File: src/sv/omni_wheel_kinematics_assert.svh
// Assertion helpers for the omni wheel kinematics block.
`ifndef OMNI_WHEEL_KINEMATICS_ASSERT_SVH
`define OMNI_WHEEL_KINEMATICS_ASSERT_SVH

// Same-cycle implication, disabled during reset.
`define OWK_ASSERT_IMM(label, clk, rst_n, ante, cons) \
    label: assert property (@(posedge clk) disable iff (!(rst_n)) (ante) |-> (cons)) \
        else $error("omni wheel kinematics: assertion failed");

// Next-cycle implication, disabled during reset.
`define OWK_ASSERT_NEXT(label, clk, rst_n, ante, cons) \
    label: assert property (@(posedge clk) disable iff (!(rst_n)) (ante) |=> (cons)) \
        else $error("omni wheel kinematics: assertion failed");

`endif

File: src/sv/owk_pkg.sv
`default_nettype none

package owk_pkg;

    localparam int SINE_TABLE_BITS = 10;

    localparam logic [15:0] HEAD_MASK = ~16'((1 << (16 - SINE_TABLE_BITS)) - 1);
    localparam logic [15:0] QUARTER_TURN = 16'd16384;

    localparam logic [14:0] SIN_A = 15'd25736;
    localparam logic [13:0] SIN_B = 14'd10512;
    localparam logic [10:0] SIN_C = 11'd1160;

    localparam logic signed [17:0] K_COS30 = 18'sd56756;

    localparam logic signed [19:0] WHEEL_MAX = 20'sd524287;
    localparam logic signed [19:0] WHEEL_MIN = -20'sd524288;

    localparam logic CMD_WORLD = 1'b0;
    localparam logic CMD_ROBOT = 1'b1;

    localparam int CFG_IDX_W = 2;
    localparam logic [CFG_IDX_W-1:0] REG_TRANSLATION_GAIN = 2'd0;
    localparam logic [CFG_IDX_W-1:0] REG_SPIN_GAIN = 2'd1;
    localparam logic [CFG_IDX_W-1:0] REG_BODY_RADIUS = 2'd2;
    localparam logic [CFG_IDX_W-1:0] REG_INV_WHEEL_RADIUS = 2'd3;

    localparam logic [15:0] RST_TRANSLATION_GAIN = 16'd12868;
    localparam logic [15:0] RST_SPIN_GAIN = 16'd12106;
    localparam logic [15:0] RST_BODY_RADIUS = 16'd5997;
    localparam logic [15:0] RST_INV_WHEEL_RADIUS = 16'd8533;

    localparam int QUEUE_DEPTH = 4;
    localparam int QPTR_W = $clog2(QUEUE_DEPTH);
    localparam int QCNT_W = $clog2(QUEUE_DEPTH + 1);

    typedef struct packed {
        logic        robot;
        logic signed [15:0] vel_x;
        logic signed [15:0] vel_y;
        logic signed [15:0] yaw_rate;
        logic [14:0] z_sin;
        logic        neg_sin;
        logic [14:0] z_cos;
        logic        neg_cos;
    } t_item;

    typedef struct packed {
        logic full;
        logic empty;
    } t_qstat;

    typedef struct packed {
        logic [15:0] translation_gain;
        logic [15:0] spin_gain;
        logic [15:0] body_radius;
        logic [15:0] inverse_wheel_radius;
    } t_cfg;

endpackage

`default_nettype wire

File: src/sv/owk_front.sv
`default_nettype none

module owk_front import owk_pkg::*; (
    input  logic               i_in_valid,
    input  logic               i_command,
    input  logic signed [15:0] i_vel_x,
    input  logic signed [15:0] i_vel_y,
    input  logic signed [15:0] i_yaw_rate,
    input  logic        [15:0] i_heading,
    input  t_qstat             i_qstat,
    output logic               o_in_stall,
    output logic               o_push,
    output t_item              o_item
);

    typedef struct packed {
        logic [14:0] z;
        logic        neg;
    } t_quad;

    function automatic t_quad decode(input logic [15:0] a);
        t_quad q;
        q.neg = a[15];
        q.z   = a[14] ? 15'(QUARTER_TURN[14:0] - {1'b0, a[13:0]}) : {1'b0, a[13:0]};
        return q;
    endfunction

    logic [15:0] w_hd_sin;
    logic [15:0] w_hd_cos;
    t_quad       w_qs;
    t_quad       w_qc;

    assign w_hd_sin = i_heading & HEAD_MASK;
    assign w_hd_cos = w_hd_sin + QUARTER_TURN;
    assign w_qs     = decode(w_hd_sin);
    assign w_qc     = decode(w_hd_cos);

    assign o_in_stall = i_qstat.full;
    assign o_push     = i_in_valid && !i_qstat.full;

    always_comb begin
        o_item.robot    = (i_command == CMD_ROBOT);
        o_item.vel_x    = i_vel_x;
        o_item.vel_y    = i_vel_y;
        o_item.yaw_rate = i_yaw_rate;
        o_item.z_sin    = w_qs.z;
        o_item.neg_sin  = w_qs.neg;
        o_item.z_cos    = w_qc.z;
        o_item.neg_cos  = w_qc.neg;
    end

endmodule

`default_nettype wire

File: config.mk
export PLATFORM = sky130hd
export DESIGN_NAME = owk_front
export DESIGN_NICKNAME = d
export VERILOG_FILES = /design/src/sv/omni_wheel_kinematics_assert.svh /design/src/sv/owk_pkg.sv /design/src/sv/owk_front.sv
export SDC_FILE = /design/constraint.sdc
export NUM_CORES = 1
export LEC_CHECK = 0
export BUFFER_PORTS_ARGS = -buffer_cell sky130_fd_sc_hd__buf_2
export CORE_ASPECT_RATIO = 0.7
export CORE_MARGIN = 2
export CORE_UTILIZATION = 24
export DETAILED_ROUTE_END_ITERATION = 16
export GPL_TIMING_DRIVEN = 0
export PLACE_DENSITY = 0.79
export SYNTH_ARGS = -nofsm -noshare
export SYNTH_HDL_FRONTEND = slang
export SYNTH_SLANG_ARGS = --single-unit
File: constraint.sdc
create_clock -name vclk -period 1.2
set_clock_uncertainty 0.2 [all_clocks]
set_input_delay 0.12 -clock vclk [all_inputs]
set_output_delay 0.12 -clock vclk [all_outputs]
set_load 0.005 [all_outputs]
## Word-level counts from Yosys, hierarchy flattened

Index checks and enable logic that the tools add are counted.
W data, S select, Z words.

- Register bits: 0
- Word-level logic and storage cells: 7

- $add $sub $neg: 3
- Mux-type cells: 2
- Reduce and logical (&&, ||, !) cells: 2

Operator list:

| operator | number |
|---|---|
| $mux W15 | 2 |
| $sub A15 B14 Y15 const A | 2 |
| $add A16 B15 Y16 const B | 1 |
| $logic_and A1 B1 Y1 | 1 |
| $logic_not A1 Y1 | 1 |

## Logic depth before layout (Yosys ltp)

- Depth in word-level cells: 3
- Depth in mapped cells: 5
- Gate-level depth less buffers: 5

## Least setup slack after synthesis

Ideal clock, no wire load.

- Kind: input -> output
- Start: input port i_heading[10]
- End: output port o_item[15] (netlist name)
- Data arrival time: 1.091 ns
- Data required time: 0.880 ns
- Slack: -0.211 ns
- Cell stages on the path: 3
- Path buffers: 1
- Path through: buf_2 > or4_4 > nor4_1

RTL lines:

| element | line | text |
|---|---|---|
| start: declaration | owk_front.sv:9 | `input logic [15:0] i_heading,` |
| end: declaration | owk_front.sv:13 | `output t_item o_item` |

==> out/results.tsv <==
metric	value	unit
first-pass GRT wire length	2.95	mm
Slew Limit Fails	0	
type of origin of the critical path	input pin	
final setup violation count	14	
Cells after Synth	109	
Placed Cells	239	
fillers	309	
mapped cell area	795	um2
sequential fraction of the synthesis area	0	%
area fraction of the dominant cell type after synthesis	61.4	%
post-synthesis cell type count	22	
sequential cells	0	
Pwr Total	0.552	mW
worst-path cell chain	buf_12, or4_4, o21ai_2, xnor2_1, buf_2	
crit path capture type	primary output	
run status	finished with violations	
Post-DP HPWL	1.88	mm
NumNets Final	281	
Avg WL per Cell	9.36	um
RSZ-0062 raised after global routing	true	
Met3 Wirelength	153	um
WHS	0.205	ns
Die H	52.1	um
layout cells sized above 1	87.1	%
1st-pass router iterations	2	
Max rail drop VDD	0.144	mV
synth top area cells	buf_4 61%, xnor2_1 9.9%, xor2_1 4.4%	
Crit Path Class	in -> out	
Placement Cell Area	1310	um2
Clock Buffer Count	0	
leakage power total	0.890	nW
Max Used Layer	met4	
Fmax achieved	0.669	GHz
Max stage delay cell, worst path	or4_4	
Met2 Routed Length	1.30	mm
Worst Path Max Fanout	4	
top cells by instance count after synthesis	65 x buf_4, 9 x xnor2_1, 4 x xor2_1	
Ports	151	
kind of cell adding the most delay to the critical path	simple AND/OR/NAND/NOR gates	
Final Hold Vio Count	0	
WP data required	0.88	ns
Finished Layout Cells	248	
Initial Util	25.2	%
largest net degree at the start of global routing	11	
biggest area consumer among synthesized cells	buf_4	
Port Buf Inserts	81	
Yosys Warn Count	0	
Iteration-0 DRC Markers	8	
post-layout min period	1.49	ns
width of the die	72.8	um
DR DRC count	0	
core outline area	3150	um2
final worst slack	-0.294	ns
routed vias	898	
row cnt	17	
Crit path largest cell delay	0.57	ns
Final period util	124	%
All-Layer GR Usage	9.28	%
routed wire length	2.32	mm
DR vias/cell	3.62	
sequential cell area	0	um2
Arr. time, crit path	1.17	ns
max cap viols	0	
grt ovf	0	
initial antenna violation count	0	
Crit path buffers/inverters	2	
Hold Crit Class	in -> out	
most common cell in the synthesized netlist	buf_4	
Avg Synthesized Cell Area	7.29	um2
Area Growth Syn to Fin	94.6	%
Worst Min Path Start	i_vel_x[8]	
setup tns final	-1.63	ns
antenna viol nets, final	0	
gpl congestion	0.685	
Worst setup startpoint	i_heading[9]	
Post-Layout Inst Area	1550	um2
Die ar.	3790	um2
vias in the first global route	687	
Ant. Diodes	0	
Power Dens Cells	357	nW/um2
WL met1	840	um
failing checks	negative setup slack	
path summary, 6_finish.rpt:
check                        end  depth (start not counted)  slack (ns)
worst min-delay path  o_item[72]                          2        0.20
worst max-delay path  o_item[14]                          5       -0.29
power breakdown:
part	internal, mW	total [mW]	switching, mW
clock network	0	0	0
logic	0.349	0.552	0.202
registers	0	0	0
final cells by class:
cell class / count / area (um2) / area share (%)
plain buffers: 68 / 520 / 33.7
inverters: 3 / 20.0 / 1.29
multi-input cells: 49 / 429 / 27.8
well taps: 38 / 47.5 / 3.07
repair buffers: 90 / 529 / 34.2
per-layer routing:
layer,up-vias,track usage [%]
met5,-,0
li1,468,-
met1,379,11.9
met4,0,0.617
met3,4,0.388
met2,47,17.9
stage by stage:
step | worst slack, ns | util (%)
2_1_floorplan | -0.187 | -
3_3_place_gp | -0.441 | 41.5
3_5_place_dp | -0.437 | 41.5
4_1_cts | -0.321 | 47.1
5_1_grt | -0.333 | 49.1
6_report | -0.294 | 49.1
cell families (layout without fill, tap and decap cells):
group           Yosys count  in the layout  synth area share (%)
other cells               1             12                 0.472
simple gates             13             13                  9.29
mux                       1              1                  1.42
buf+inv                  71            161                  65.4
fa+ha+maj                 1              1                  1.57
xor+xnor                 13             13                  14.3
compound gates            9              9                  7.56
cells in the final DEF, fill, tap and decap left out:
| cell | count |
|---|---|
| buf_4 | 74 |
| nor2_4 | 2 |
| clkinvlp_4 | 1 |
| nor2b_1 | 1 |
| nand2_2 | 2 |
| mux2_2 | 1 |
| nor4_2 | 2 |
| buf_6 | 3 |
| inv_4 | 2 |
| xor2_1 | 4 |
| xnor2_2 | 1 |
| nand2_1 | 1 |
| o41ai_2 | 2 |
| conb_1 | 12 |
| nand2b_4 | 2 |
| xnor2_1 | 8 |
| nor3_4 | 1 |
| a21oi_2 | 2 |
| buf_2 | 76 |
| or4_4 | 1 |
| buf_8 | 4 |
| or3_4 | 1 |
| o21ai_2 | 4 |
| ha_4 | 1 |
| o21ai_0 | 1 |
| buf_12 | 1 |
what timing repair did:
item,4_1_cts,5_1_grt
pin swaps,10,15
gates resized for setup,37,14
setup endpoints to repair,17,14
hold buffers,0,0
endpoints found under the hold margin,0,0
buffers inserted,6,4
Power figures use the tool's default switching activity.
