**src/sv/omni_wheel_kinematics_assert.svh**
```systemverilog
// Assertion helpers for the omni wheel kinematics block.
`ifndef OMNI_WHEEL_KINEMATICS_ASSERT_SVH
`define OMNI_WHEEL_KINEMATICS_ASSERT_SVH

// Same-cycle implication, disabled during reset.
`define OWK_ASSERT_IMM(label, clk, rst_n, ante, cons) \
    label: assert property (@(posedge clk) disable iff (!(rst_n)) (ante) |-> (cons)) \
        else $error("omni wheel kinematics: assertion failed");

// Next-cycle implication, disabled during reset.
`define OWK_ASSERT_NEXT(label, clk, rst_n, ante, cons) \
    label: assert property (@(posedge clk) disable iff (!(rst_n)) (ante) |=> (cons)) \
        else $error("omni wheel kinematics: assertion failed");

`endif

```
**src/sv/owk_pkg.sv**
```systemverilog
`default_nettype none

package owk_pkg;

    localparam int SINE_TABLE_BITS = 10;

    localparam logic [15:0] HEAD_MASK = ~16'((1 << (16 - SINE_TABLE_BITS)) - 1);
    localparam logic [15:0] QUARTER_TURN = 16'd16384;

    localparam logic [14:0] SIN_A = 15'd25736;
    localparam logic [13:0] SIN_B = 14'd10512;
    localparam logic [10:0] SIN_C = 11'd1160;

    localparam logic signed [17:0] K_COS30 = 18'sd56756;

    localparam logic signed [19:0] WHEEL_MAX = 20'sd524287;
    localparam logic signed [19:0] WHEEL_MIN = -20'sd524288;

    localparam logic CMD_WORLD = 1'b0;
    localparam logic CMD_ROBOT = 1'b1;

    localparam int CFG_IDX_W = 2;
    localparam logic [CFG_IDX_W-1:0] REG_TRANSLATION_GAIN = 2'd0;
    localparam logic [CFG_IDX_W-1:0] REG_SPIN_GAIN = 2'd1;
    localparam logic [CFG_IDX_W-1:0] REG_BODY_RADIUS = 2'd2;
    localparam logic [CFG_IDX_W-1:0] REG_INV_WHEEL_RADIUS = 2'd3;

    localparam logic [15:0] RST_TRANSLATION_GAIN = 16'd12868;
    localparam logic [15:0] RST_SPIN_GAIN = 16'd12106;
    localparam logic [15:0] RST_BODY_RADIUS = 16'd5997;
    localparam logic [15:0] RST_INV_WHEEL_RADIUS = 16'd8533;

    localparam int QUEUE_DEPTH = 4;
    localparam int QPTR_W = $clog2(QUEUE_DEPTH);
    localparam int QCNT_W = $clog2(QUEUE_DEPTH + 1);

    typedef struct packed {
        logic        robot;
        logic signed [15:0] vel_x;
        logic signed [15:0] vel_y;
        logic signed [15:0] yaw_rate;
        logic [14:0] z_sin;
        logic        neg_sin;
        logic [14:0] z_cos;
        logic        neg_cos;
    } t_item;

    typedef struct packed {
        logic full;
        logic empty;
    } t_qstat;

    typedef struct packed {
        logic [15:0] translation_gain;
        logic [15:0] spin_gain;
        logic [15:0] body_radius;
        logic [15:0] inverse_wheel_radius;
    } t_cfg;

endpackage

`default_nettype wire

```
**src/sv/owk_queue.sv**
```systemverilog
`default_nettype none

module owk_queue import owk_pkg::*; (
    input  logic   i_clk,
    input  logic   i_rst_n,
    input  logic   i_push,
    input  t_item  i_data,
    input  logic   i_pop,
    output t_item  o_data,
    output t_qstat o_stat
);

    t_item             r_mem [QUEUE_DEPTH];
    logic [QPTR_W-1:0] r_wr;
    logic [QPTR_W-1:0] r_rd;
    logic [QCNT_W-1:0] r_cnt;
    logic [QPTR_W-1:0] n_wr;
    logic [QPTR_W-1:0] n_rd;
    logic [QCNT_W-1:0] n_cnt;

    assign n_wr = (r_wr == QPTR_W'(QUEUE_DEPTH - 1)) ? '0 : r_wr + 1'b1;
    assign n_rd = (r_rd == QPTR_W'(QUEUE_DEPTH - 1)) ? '0 : r_rd + 1'b1;

    always_comb begin
        n_cnt = r_cnt;
        if (i_push && !i_pop) begin
            n_cnt = r_cnt + 1'b1;
        end else if (!i_push && i_pop) begin
            n_cnt = r_cnt - 1'b1;
        end
    end

    always_ff @(posedge i_clk) begin
        if (i_push) begin
            r_mem[r_wr] <= i_data;
        end
    end

    always_ff @(posedge i_clk) begin
        if (!i_rst_n) begin
            r_wr  <= '0;
            r_rd  <= '0;
            r_cnt <= '0;
        end else begin
            if (i_push) begin
                r_wr <= n_wr;
            end
            if (i_pop) begin
                r_rd <= n_rd;
            end
            r_cnt <= n_cnt;
        end
    end

    assign o_data       = r_mem[r_rd];
    assign o_stat.full  = (r_cnt == QCNT_W'(QUEUE_DEPTH));
    assign o_stat.empty = (r_cnt == '0);

endmodule

`default_nettype wire

```
**config.mk**
```make
export PLATFORM = sky130hd
export DESIGN_NAME = owk_queue
export DESIGN_NICKNAME = d
export VERILOG_FILES = /design/src/sv/omni_wheel_kinematics_assert.svh /design/src/sv/owk_pkg.sv /design/src/sv/owk_queue.sv
export SDC_FILE = /design/constraint.sdc
export NUM_CORES = 1
export LEC_CHECK = 0
export ABC_CLOCK_PERIOD_IN_PS = 2850
export BUFFER_PORTS_ARGS = -buffer_cell sky130_fd_sc_hd__buf_4
export CAP_MARGIN = 20
export CORE_AREA = 5 5 161 163
export CTS_CLUSTER_DIAMETER = 200
export DETAILED_ROUTE_END_ITERATION = 16
export DIE_AREA = 0 0 166 168
export GPL_TIMING_DRIVEN = 0
export MAX_ROUTING_LAYER = met4
export PLACE_DENSITY = 0.74
export SKIP_LAST_GASP = 1
export SYNTH_ARGS = -nofsm -noshare
export SYNTH_HDL_FRONTEND = slang
export SYNTH_SLANG_ARGS = --single-unit
```
**constraint.sdc**
```tcl
create_clock -name i_clk -period 2.85 [get_ports i_clk]
set_clock_uncertainty 0.2 [all_clocks]
set_input_delay 0.285 -clock i_clk [delete_from_list [all_inputs] [get_ports i_clk]]
set_output_delay 0.285 -clock i_clk [all_outputs]
set_load 0.005 [all_outputs]
```
# == Yosys cells after proc, flatten, opt, wreduce, memory -nomap -nowiden ==
# Memory sizes are Yosys's and may differ from the RTL's. A register that Yosys moved wholly into a read port is not among the register bits.
# Index checks and enable logic that the tools add are counted.
# totals
register_bits,7
latchBits,0
ramBits,324
romBits,0
in_bits,85
out_inout_bits,83
word_cells,25
memories,1
# memory_table
name,words,word_bits,rd,rd_clocked_by_memory_dff,write_ports,line_no,text
r_mem,4,81,1,1,1,owk_queue.sv:13,t_item r_mem [QUEUE_DEPTH];
# classes
n_addsub,4
multipliers,0
n_div,0
order_cmp,0
n_eq_ne,3
shift,0
mux,8
bitwise_logic,0
n_reduce_logical,6
# ops
operator,n
$mux W2,4
$mux W3,2
$add A2 B1 Y2 const B,2
$eq A2 B2 Y1 const B,2
$add A3 B1 Y3 const B,1
$eq A3 B3 Y1 const B,1
$logic_not A3 Y1,1
$sub A3 B1 Y3 const B,1
$logic_and A1 B1 Y1,2
$logic_not A1 Y1,2
$mux W1,2
$reduce_bool A2 Y1,1

# == Logic depth before layout (Yosys ltp) ==
# Gate-level depths: netlist (run 1).
# logic_depth
ltp_word,4
depth_mapped,7
mapped_depth_nobuf,7

# == Least setup slack after synthesis (run 1) ==
# Ideal clock, no wire load.
# synth_timing
path_kind,register to register
from,register r_wr[0]
to,"memory r_mem[3][0] (netlist name), enable pin"
setup_time_ps,448
arrival_time_ps,2433
required_ps,2202
setup_slack_ps,-231
stages_incl_launch_ff,3
n_path_buf,0
period_less_slack_ps,3081
path_cell_list,dfxtp_1 -> ha_1 -> and2_1
# synth_lines
item,line_no,text
"start, declared",owk_queue.sv:14,logic [QPTR_W-1:0] r_wr;
"start signal, assigned",owk_queue.sv:46,r_wr <= n_wr;
"end, declared",owk_queue.sv:13,
# Straight into the memory's write port.

==> flow_metrics.tcl, run 1 <==
set metrics [dict create \
    status "completed" \
    worstPathMaxFanout 10 \
    drv_cap 0 \
    cts_setup_buffers 0 \
    yosys_warnings 0 \
    synth.top_cells.by_area "edfxtp_1, mux4_2, dfxtp_1" \
    synth_edf_count 324 \
    clkSinkCount 333 \
    die_h_um 168 \
    fin_hold_ws_ns 0.324 \
    p_leak_nw 5.47 \
    synthDistinctLibCells 22 \
    drc 0 \
    tightest_slew_ns 0.549 \
    crit_arrival_ns 2.09 \
    final_nets 850 \
    clock_path_buffers 3 \
    insertion_delay_ns 0.50 \
    grt_pass1_wl_um 35900 \
    crit_path_end_kind "output port" \
    critPathKind "flop to output port" \
    antenna_found_initial 1 \
    gp_congestion 0.701 \
    netlist_area_sq_um 12200 \
    hold_viol 0 \
    fmax_ghz 0.388 \
    cts.repair.resized 0 \
    ys_seq_elements 333 \
    cellPowerDensity_nw_per_um2 694 \
    yosysSeqAreaShare_pct 81.0 \
    cp.required_ns 2.37 \
    drt_iter0_drc 361 \
    final-seq-area_sq_um 9910 \
    max-vdd-ir-drop_mv 0.621 \
    finalPower_mw 11.1 \
    coreArea_sq_um 24200 \
    synth_fp_nets 559 \
    grt_max_degree 53 \
    portBuffers 167 \
    drive_above_1_share_pct 41.4 \
    grt_pass1_vias 6419 \
    finalSetupViolCount 0 \
    die-area_sq_um 27900 \
    std_cell_rows 57 \
    root_buffer "clkbuf_16" \
    min_period_over_period_pct 90.4 \
    start_util_pct 50.6 \
    cts_made_buffers 35 \
    synthFlopType "edfxtp_1" \
    fillCellCount 1533 \
    wl_per_cell_um 20.6 \
    design.portCount 168 \
    rsz0062_at_grt "no" \
    grt_use_total_pct 16.9 \
    detail-route-antenna-nets 0 \
    cts_max_level 2 \
    clk_pin_slew_ns 0.06 \
    dr.pass1.iters 4 \
    async_flop_share_pct 0 \
    multi_input_area_sq_um 2100 \
    period_minus_slack_ns 2.58 \
    synth_top_area_share_pct 79.6 \
    start_kind "flop" \
    cts_tree "done" \
    slew_viol_final 0 \
    relSlewSlack_pct 63.4 \
    wl_um 22800 \
    synth_top_area_cell "edfxtp_1" \
    viasPerCell 5.25 \
    hp-class "input port to flop" \
    avgSynthCellArea_sq_um 26.2 \
    syn2layout_area_growth_pct 30.3 \
    grt-ovfl-total 0 \
    die_w_um 166 \
    syn-instance-count 467 \
    vias 5806 \
    dp_hpwl_um 13400 \
]
[kinds of logic (layout without fill, tap and decap cells)]
kind of cell             after synthesis  count (layout)  synth area share [%]
AO/OA/AOI/OAI                          3               3                 0.164
XOR/XNOR                               2               2                 0.143
adder cells (fa/ha/maj)                7               7                 0.778
buffers and inverters                 22             336                  1.88
flip-flops                           333             333                  81.0
multiplexers                          85              85                  15.2
other                                  0               1                     0
AND/OR/NAND/NOR                       15              15                 0.737
[Yosys cell counts, drive strengths merged (2+ instances only)]
cell / number
edfxtp: 324
mux2i: 4
buf: 17
nor3: 2
and2: 5
mux4: 81
ha: 6
dfxtp: 9
inv: 4
nor2b: 5
[worst paths after layout]
kind                            slack (ns)       start           end  depth (start not counted)
worst max-delay path                  0.27        flop    o_data[60]                          3
worst min register to register        0.37    r_cnt[2]      r_cnt[2]                          2
worst min-delay path                  0.32  i_data[43]  r_mem[3][43]                          2
worst max register to register        0.80     r_wr[0]  r_mem[3][68]                          3
[power by group]
| part | switching [mW] | internal, mW | leakage [nW] |
|---|---|---|---|
| sequential | 0.0599 | 5.61 | 3.05 |
| combinational | 0.472 | 0.635 | 1.90 |
| clock | 1.74 | 2.54 | 0.524 |
| total | 2.27 | 8.79 | 5.47 |
[sequential cells by signal (all words and copies together) (netlist names), named ones only]
register and count:
r_cnt 3, r_mem 324, r_rd 2, r_wr 2
[placed cells by master, fill, tap and decap left out, types with 2 or more instances in the layout]
cell type / count
edfxtp_1: 324
buf_4: 167
dlygate4sd3_1: 84
mux4_2: 81
clkbuf_16: 35
dfxtp_1: 9
buf_12: 8
buf_2: 8
clkbuf_1: 8
ha_1: 6
clkinv_2: 6
nor2b_1: 5
inv_1: 4
and2_4: 4
mux2i_1: 4
buf_16: 4
inv_6: 3
bufinv_16: 3
clkinvlp_4: 3
nor3_1: 2
clkinv_1: 2
[per-stage QoR]
stage	setup TNS [ns]	util, %	std cells	instance area (sq um)	setup WS [ns]
5_1_grt	0	65.9	1106	15900	0.134
2_1_floorplan	0	-	467	12200	0.653
3_3_place_gp	-17.89	57.5	958	13900	-0.0730
4_1_cts	0	65.9	1105	15900	0.178
6_report	0	65.9	1106	15900	0.275
3_5_place_dp	0	57.9	962	14000	0.540
[worst max-delay path: stages, from the launching register on]
cell     delay, ns
dfxtp_1       0.66
buf_2         0.40
mux4_2        0.37
buf_4         0.16
[metal layers]
layer,GRT usage [%],vias up,share of wire [%]
met1,21.1,3025,40
met3,3.40,27,4.6
met2,28.9,169,54
met4,3.98,0,1.4
met5,-,-,0
li1,-,2585,-
[timing repair]
item / 4_1_cts / 5_1_grt
hold endpoints to repair: 333 / 0
endpoints found under the setup margin: 4 / 0
hold buffers: 84 / 0
[cell type report]
cell class / instances / share of cell area, %
sequential: 333 / 62.2
inverter: 4 / 0.0943
timing repair buffer: 255 / 13.8
antenna: 1 / 0.0157
buffer: 17 / 1.33
multi-input combinational: 112 / 13.2
clock inverter: 17 / 1.11
clock buffer: 43 / 5.69
tap: 324 / 2.55
(Power assumes the default switching activity.)
==> run 2: changes to the inputs <==
--- a/config.mk
+++ b/config.mk
@@ -5,16 +5,17 @@
 export SDC_FILE = /design/constraint.sdc
 export NUM_CORES = 1
 export LEC_CHECK = 0
-export ABC_CLOCK_PERIOD_IN_PS = 2850
+export ABC_CLOCK_PERIOD_IN_PS = 3100
 export BUFFER_PORTS_ARGS = -buffer_cell sky130_fd_sc_hd__buf_4
 export CAP_MARGIN = 20
-export CORE_AREA = 5 5 161 163
+export CORE_AREA = 5 5 149 151
 export CTS_CLUSTER_DIAMETER = 200
 export DETAILED_ROUTE_END_ITERATION = 16
-export DIE_AREA = 0 0 166 168
+export DIE_AREA = 0 0 154 156
 export GPL_TIMING_DRIVEN = 0
 export MAX_ROUTING_LAYER = met4
-export PLACE_DENSITY = 0.74
+export PLACE_DENSITY = 0.82
+export REMOVE_ABC_BUFFERS = 1
 export SKIP_LAST_GASP = 1
 export SYNTH_ARGS = -nofsm -noshare
 export SYNTH_HDL_FRONTEND = slang
==> constraint.sdc (replaced) <==
create_clock -name i_clk -period 3.1 [get_ports i_clk]
set_clock_uncertainty 0.2 [all_clocks]
set_input_delay 0.31 -clock i_clk [delete_from_list [all_inputs] [get_ports i_clk]]
set_output_delay 0.31 -clock i_clk [all_outputs]
set_load 0.005 [all_outputs]
==> run 2 against run 1 <==
First-iteration DRC count up 7.2%. Via count up 0.71%. Clock power shrank 6.8%. Setup slack improved by 0.097 ns. Wire length rose by 7.8%. Die area fell by 14%. Sequential power is 7.6% lower. Global-route usage up 4.4 points. Count of clock-buffer cells in the layout is 2 lower. Cell count is 5.5% lower. Critical endpoint is now o_data[47].
==> flow_metrics.tcl, run 2 (synthesis gave the netlist of run 1 again) <==
set metrics [dict create \
    fin_cells 1045 \
    cts_tree "done" \
    finalPower_mw 10.2 \
    wl_um 24600 \
    drc 0 \
    min_period_over_period_pct 88.0 \
    detail-route-antenna-nets 0 \
    dr.pass1.iters 4 \
    std_cell_rows 53 \
    hold_viol 0 \
    p_leak_nw 5.42 \
    largest_reg_flops 324 \
    dp_hpwl_um 13600 \
    drv_cap 0 \
    finalSetupViolCount 0 \
    wl_per_cell_um 23.5 \
    cellPowerDensity_nw_per_um2 647 \
    final_nets 836 \
    grt-ovfl-total 0 \
    hp-class "flop to flop" \
    root_buffer "clkbuf_16" \
    grt_pass1_vias 6535 \
    crit_path_end_kind "output port" \
    antenna_found_initial 1 \
    cts_max_level 2 \
    syn2layout_area_growth_pct 29.1 \
    die_h_um 156 \
    reg_top3 "r_mem: 324 flops, r_cnt: 3 flops" \
    status "completed" \
    gp_congestion 0.721 \
    clock_path_buffers 3 \
    max-vdd-ir-drop_mv 0.645 \
    tightest_slew_ns 0.586 \
    clk_pin_slew_ns 0.05 \
    crit_arrival_ns 2.22 \
    period_minus_slack_ns 2.73 \
    dp_cells 898 \
    finalWorstSetupSlack_ns 0.371 \
    setup_tns_ns 0 \
    cts_made_buffers 34 \
    rsz0062_at_grt "no" \
    start_kind "flop" \
    drive_above_1_share_pct 40.2 \
    cp.required_ns 2.59 \
    largest_register "r_mem" \
    crit_chain "buf_16, mux4_2, buf_4" \
    coreArea_sq_um 20700 \
    critPathKind "flop to output port" \
    cp_slowest_cell "dfxtp_4" \
    insertion_delay_ns 0.49 \
    design.portCount 168 \
    drt_iter0_drc 387 \
    fillCellCount 1082 \
    cts_setup_buffers 0 \
    die-area_sq_um 24000 \
    grt_max_degree 54 \
    final_cell_mix "edfxtp_1, buf_4, dlygate4sd3_1" \
    vias 5847 \
    slowest_delay_ns 0.66 \
    grt_use_total_pct 21.3 \
    clkSinkCount 333 \
    fmax_ghz 0.366 \
    portBuffers 167 \
    start_util_pct 59.1 \
    grt_pass1_wl_um 37600 \
    final_common_cell "edfxtp_1" \
    viasPerCell 5.60 \
    fin_hold_ws_ns 0.351 \
    slew_viol_final 0 \
    relSlewSlack_pct 60.9 \
    die_w_um 154 \
    pre_cts_ws_ns 0.835 \
    worstPathMaxFanout 31 \
]
[run 2: cell types whose count changed in the layout (fill, tap and decap cells not counted), moves of 2 or more]
| cell | before | now |
|---|---|---|
| buf_12 | 8 | 0 |
| buf_2 | 8 | 0 |
| clkinv_1 | 2 | 9 |
| clkbuf_1 | 8 | 4 |
| buf_16 | 4 | 7 |
| inv_6 | 3 | 0 |
| clkbuf_16 | 35 | 37 |
| clkinv_4 | 0 | 2 |
| clkinvlp_4 | 3 | 1 |
| dfxtp_1 | 9 | 7 |
| dfxtp_4 | 0 | 2 |
[run 2: path summary, 6_finish.rpt]
path	startpoint	endpoint	slack, ns	cells after the start
worst min register to register	r_rd[1]	flop	0.35	2
worst min-delay path	r_rd[1]	flop	0.35	2
worst max register to register	r_wr[0]	r_mem[3][23]	1.08	3
worst max-delay path	flop	o_data[47]	0.37	3
[run 2: worst max-delay path, delay by kind of cell, from the launching register on]
family / cells / cell delay [ns]
flip-flops: 1 / 0.66
buffers and inverters: 2 / 0.47
multiplexers: 1 / 0.57
[run 2: routing by layer]
| metal | global-route usage (%) | wire [um] | share of wire (%) |
|---|---|---|---|
| met3 | 4.85 | 1490 | 6.0 |
| met1 | 25.7 | 9290 | 38 |
| met2 | 37.2 | 13400 | 55 |
| met4 | 4.79 | 384 | 1.6 |
| met5 | - | 0 | 0 |
[run 2: final cells by class]
type                    count  area (sq um)  area share [%]
flip-flops and latches    333          9920            62.8
repair buffers            259          2300            14.6
multi-input cells         112          2100            13.3
clock buffers              41           941            5.96
well taps                 275           344            2.18
clock inverters            20           174            1.10
inverters                   4          15.0          0.0951
diodes                      1          2.50          0.0159
[run 2: timing repair]
action / 4_1_cts / 5_1_grt
endpoints found under the hold margin: 333 / 0
hold buffers: 85 / 0
setup endpoints to repair: 0 / 0
resized for setup: 0 / 0
[run 2: power breakdown]
group	switching (mW)	internal [mW]
clock network	1.58	2.41
logic	0.418	0.564
registers	0.0840	5.16
[run 2: metrics by stage]
stage | instance area [sq um] | utilization [%]
3_5_place_dp | 13800 | 66.8
5_1_grt | 15800 | 76.3
3_3_place_gp | 13600 | 65.8
6_report | 15800 | 76.3
4_1_cts | 15800 | 76.3
2_1_floorplan | 12000 | -
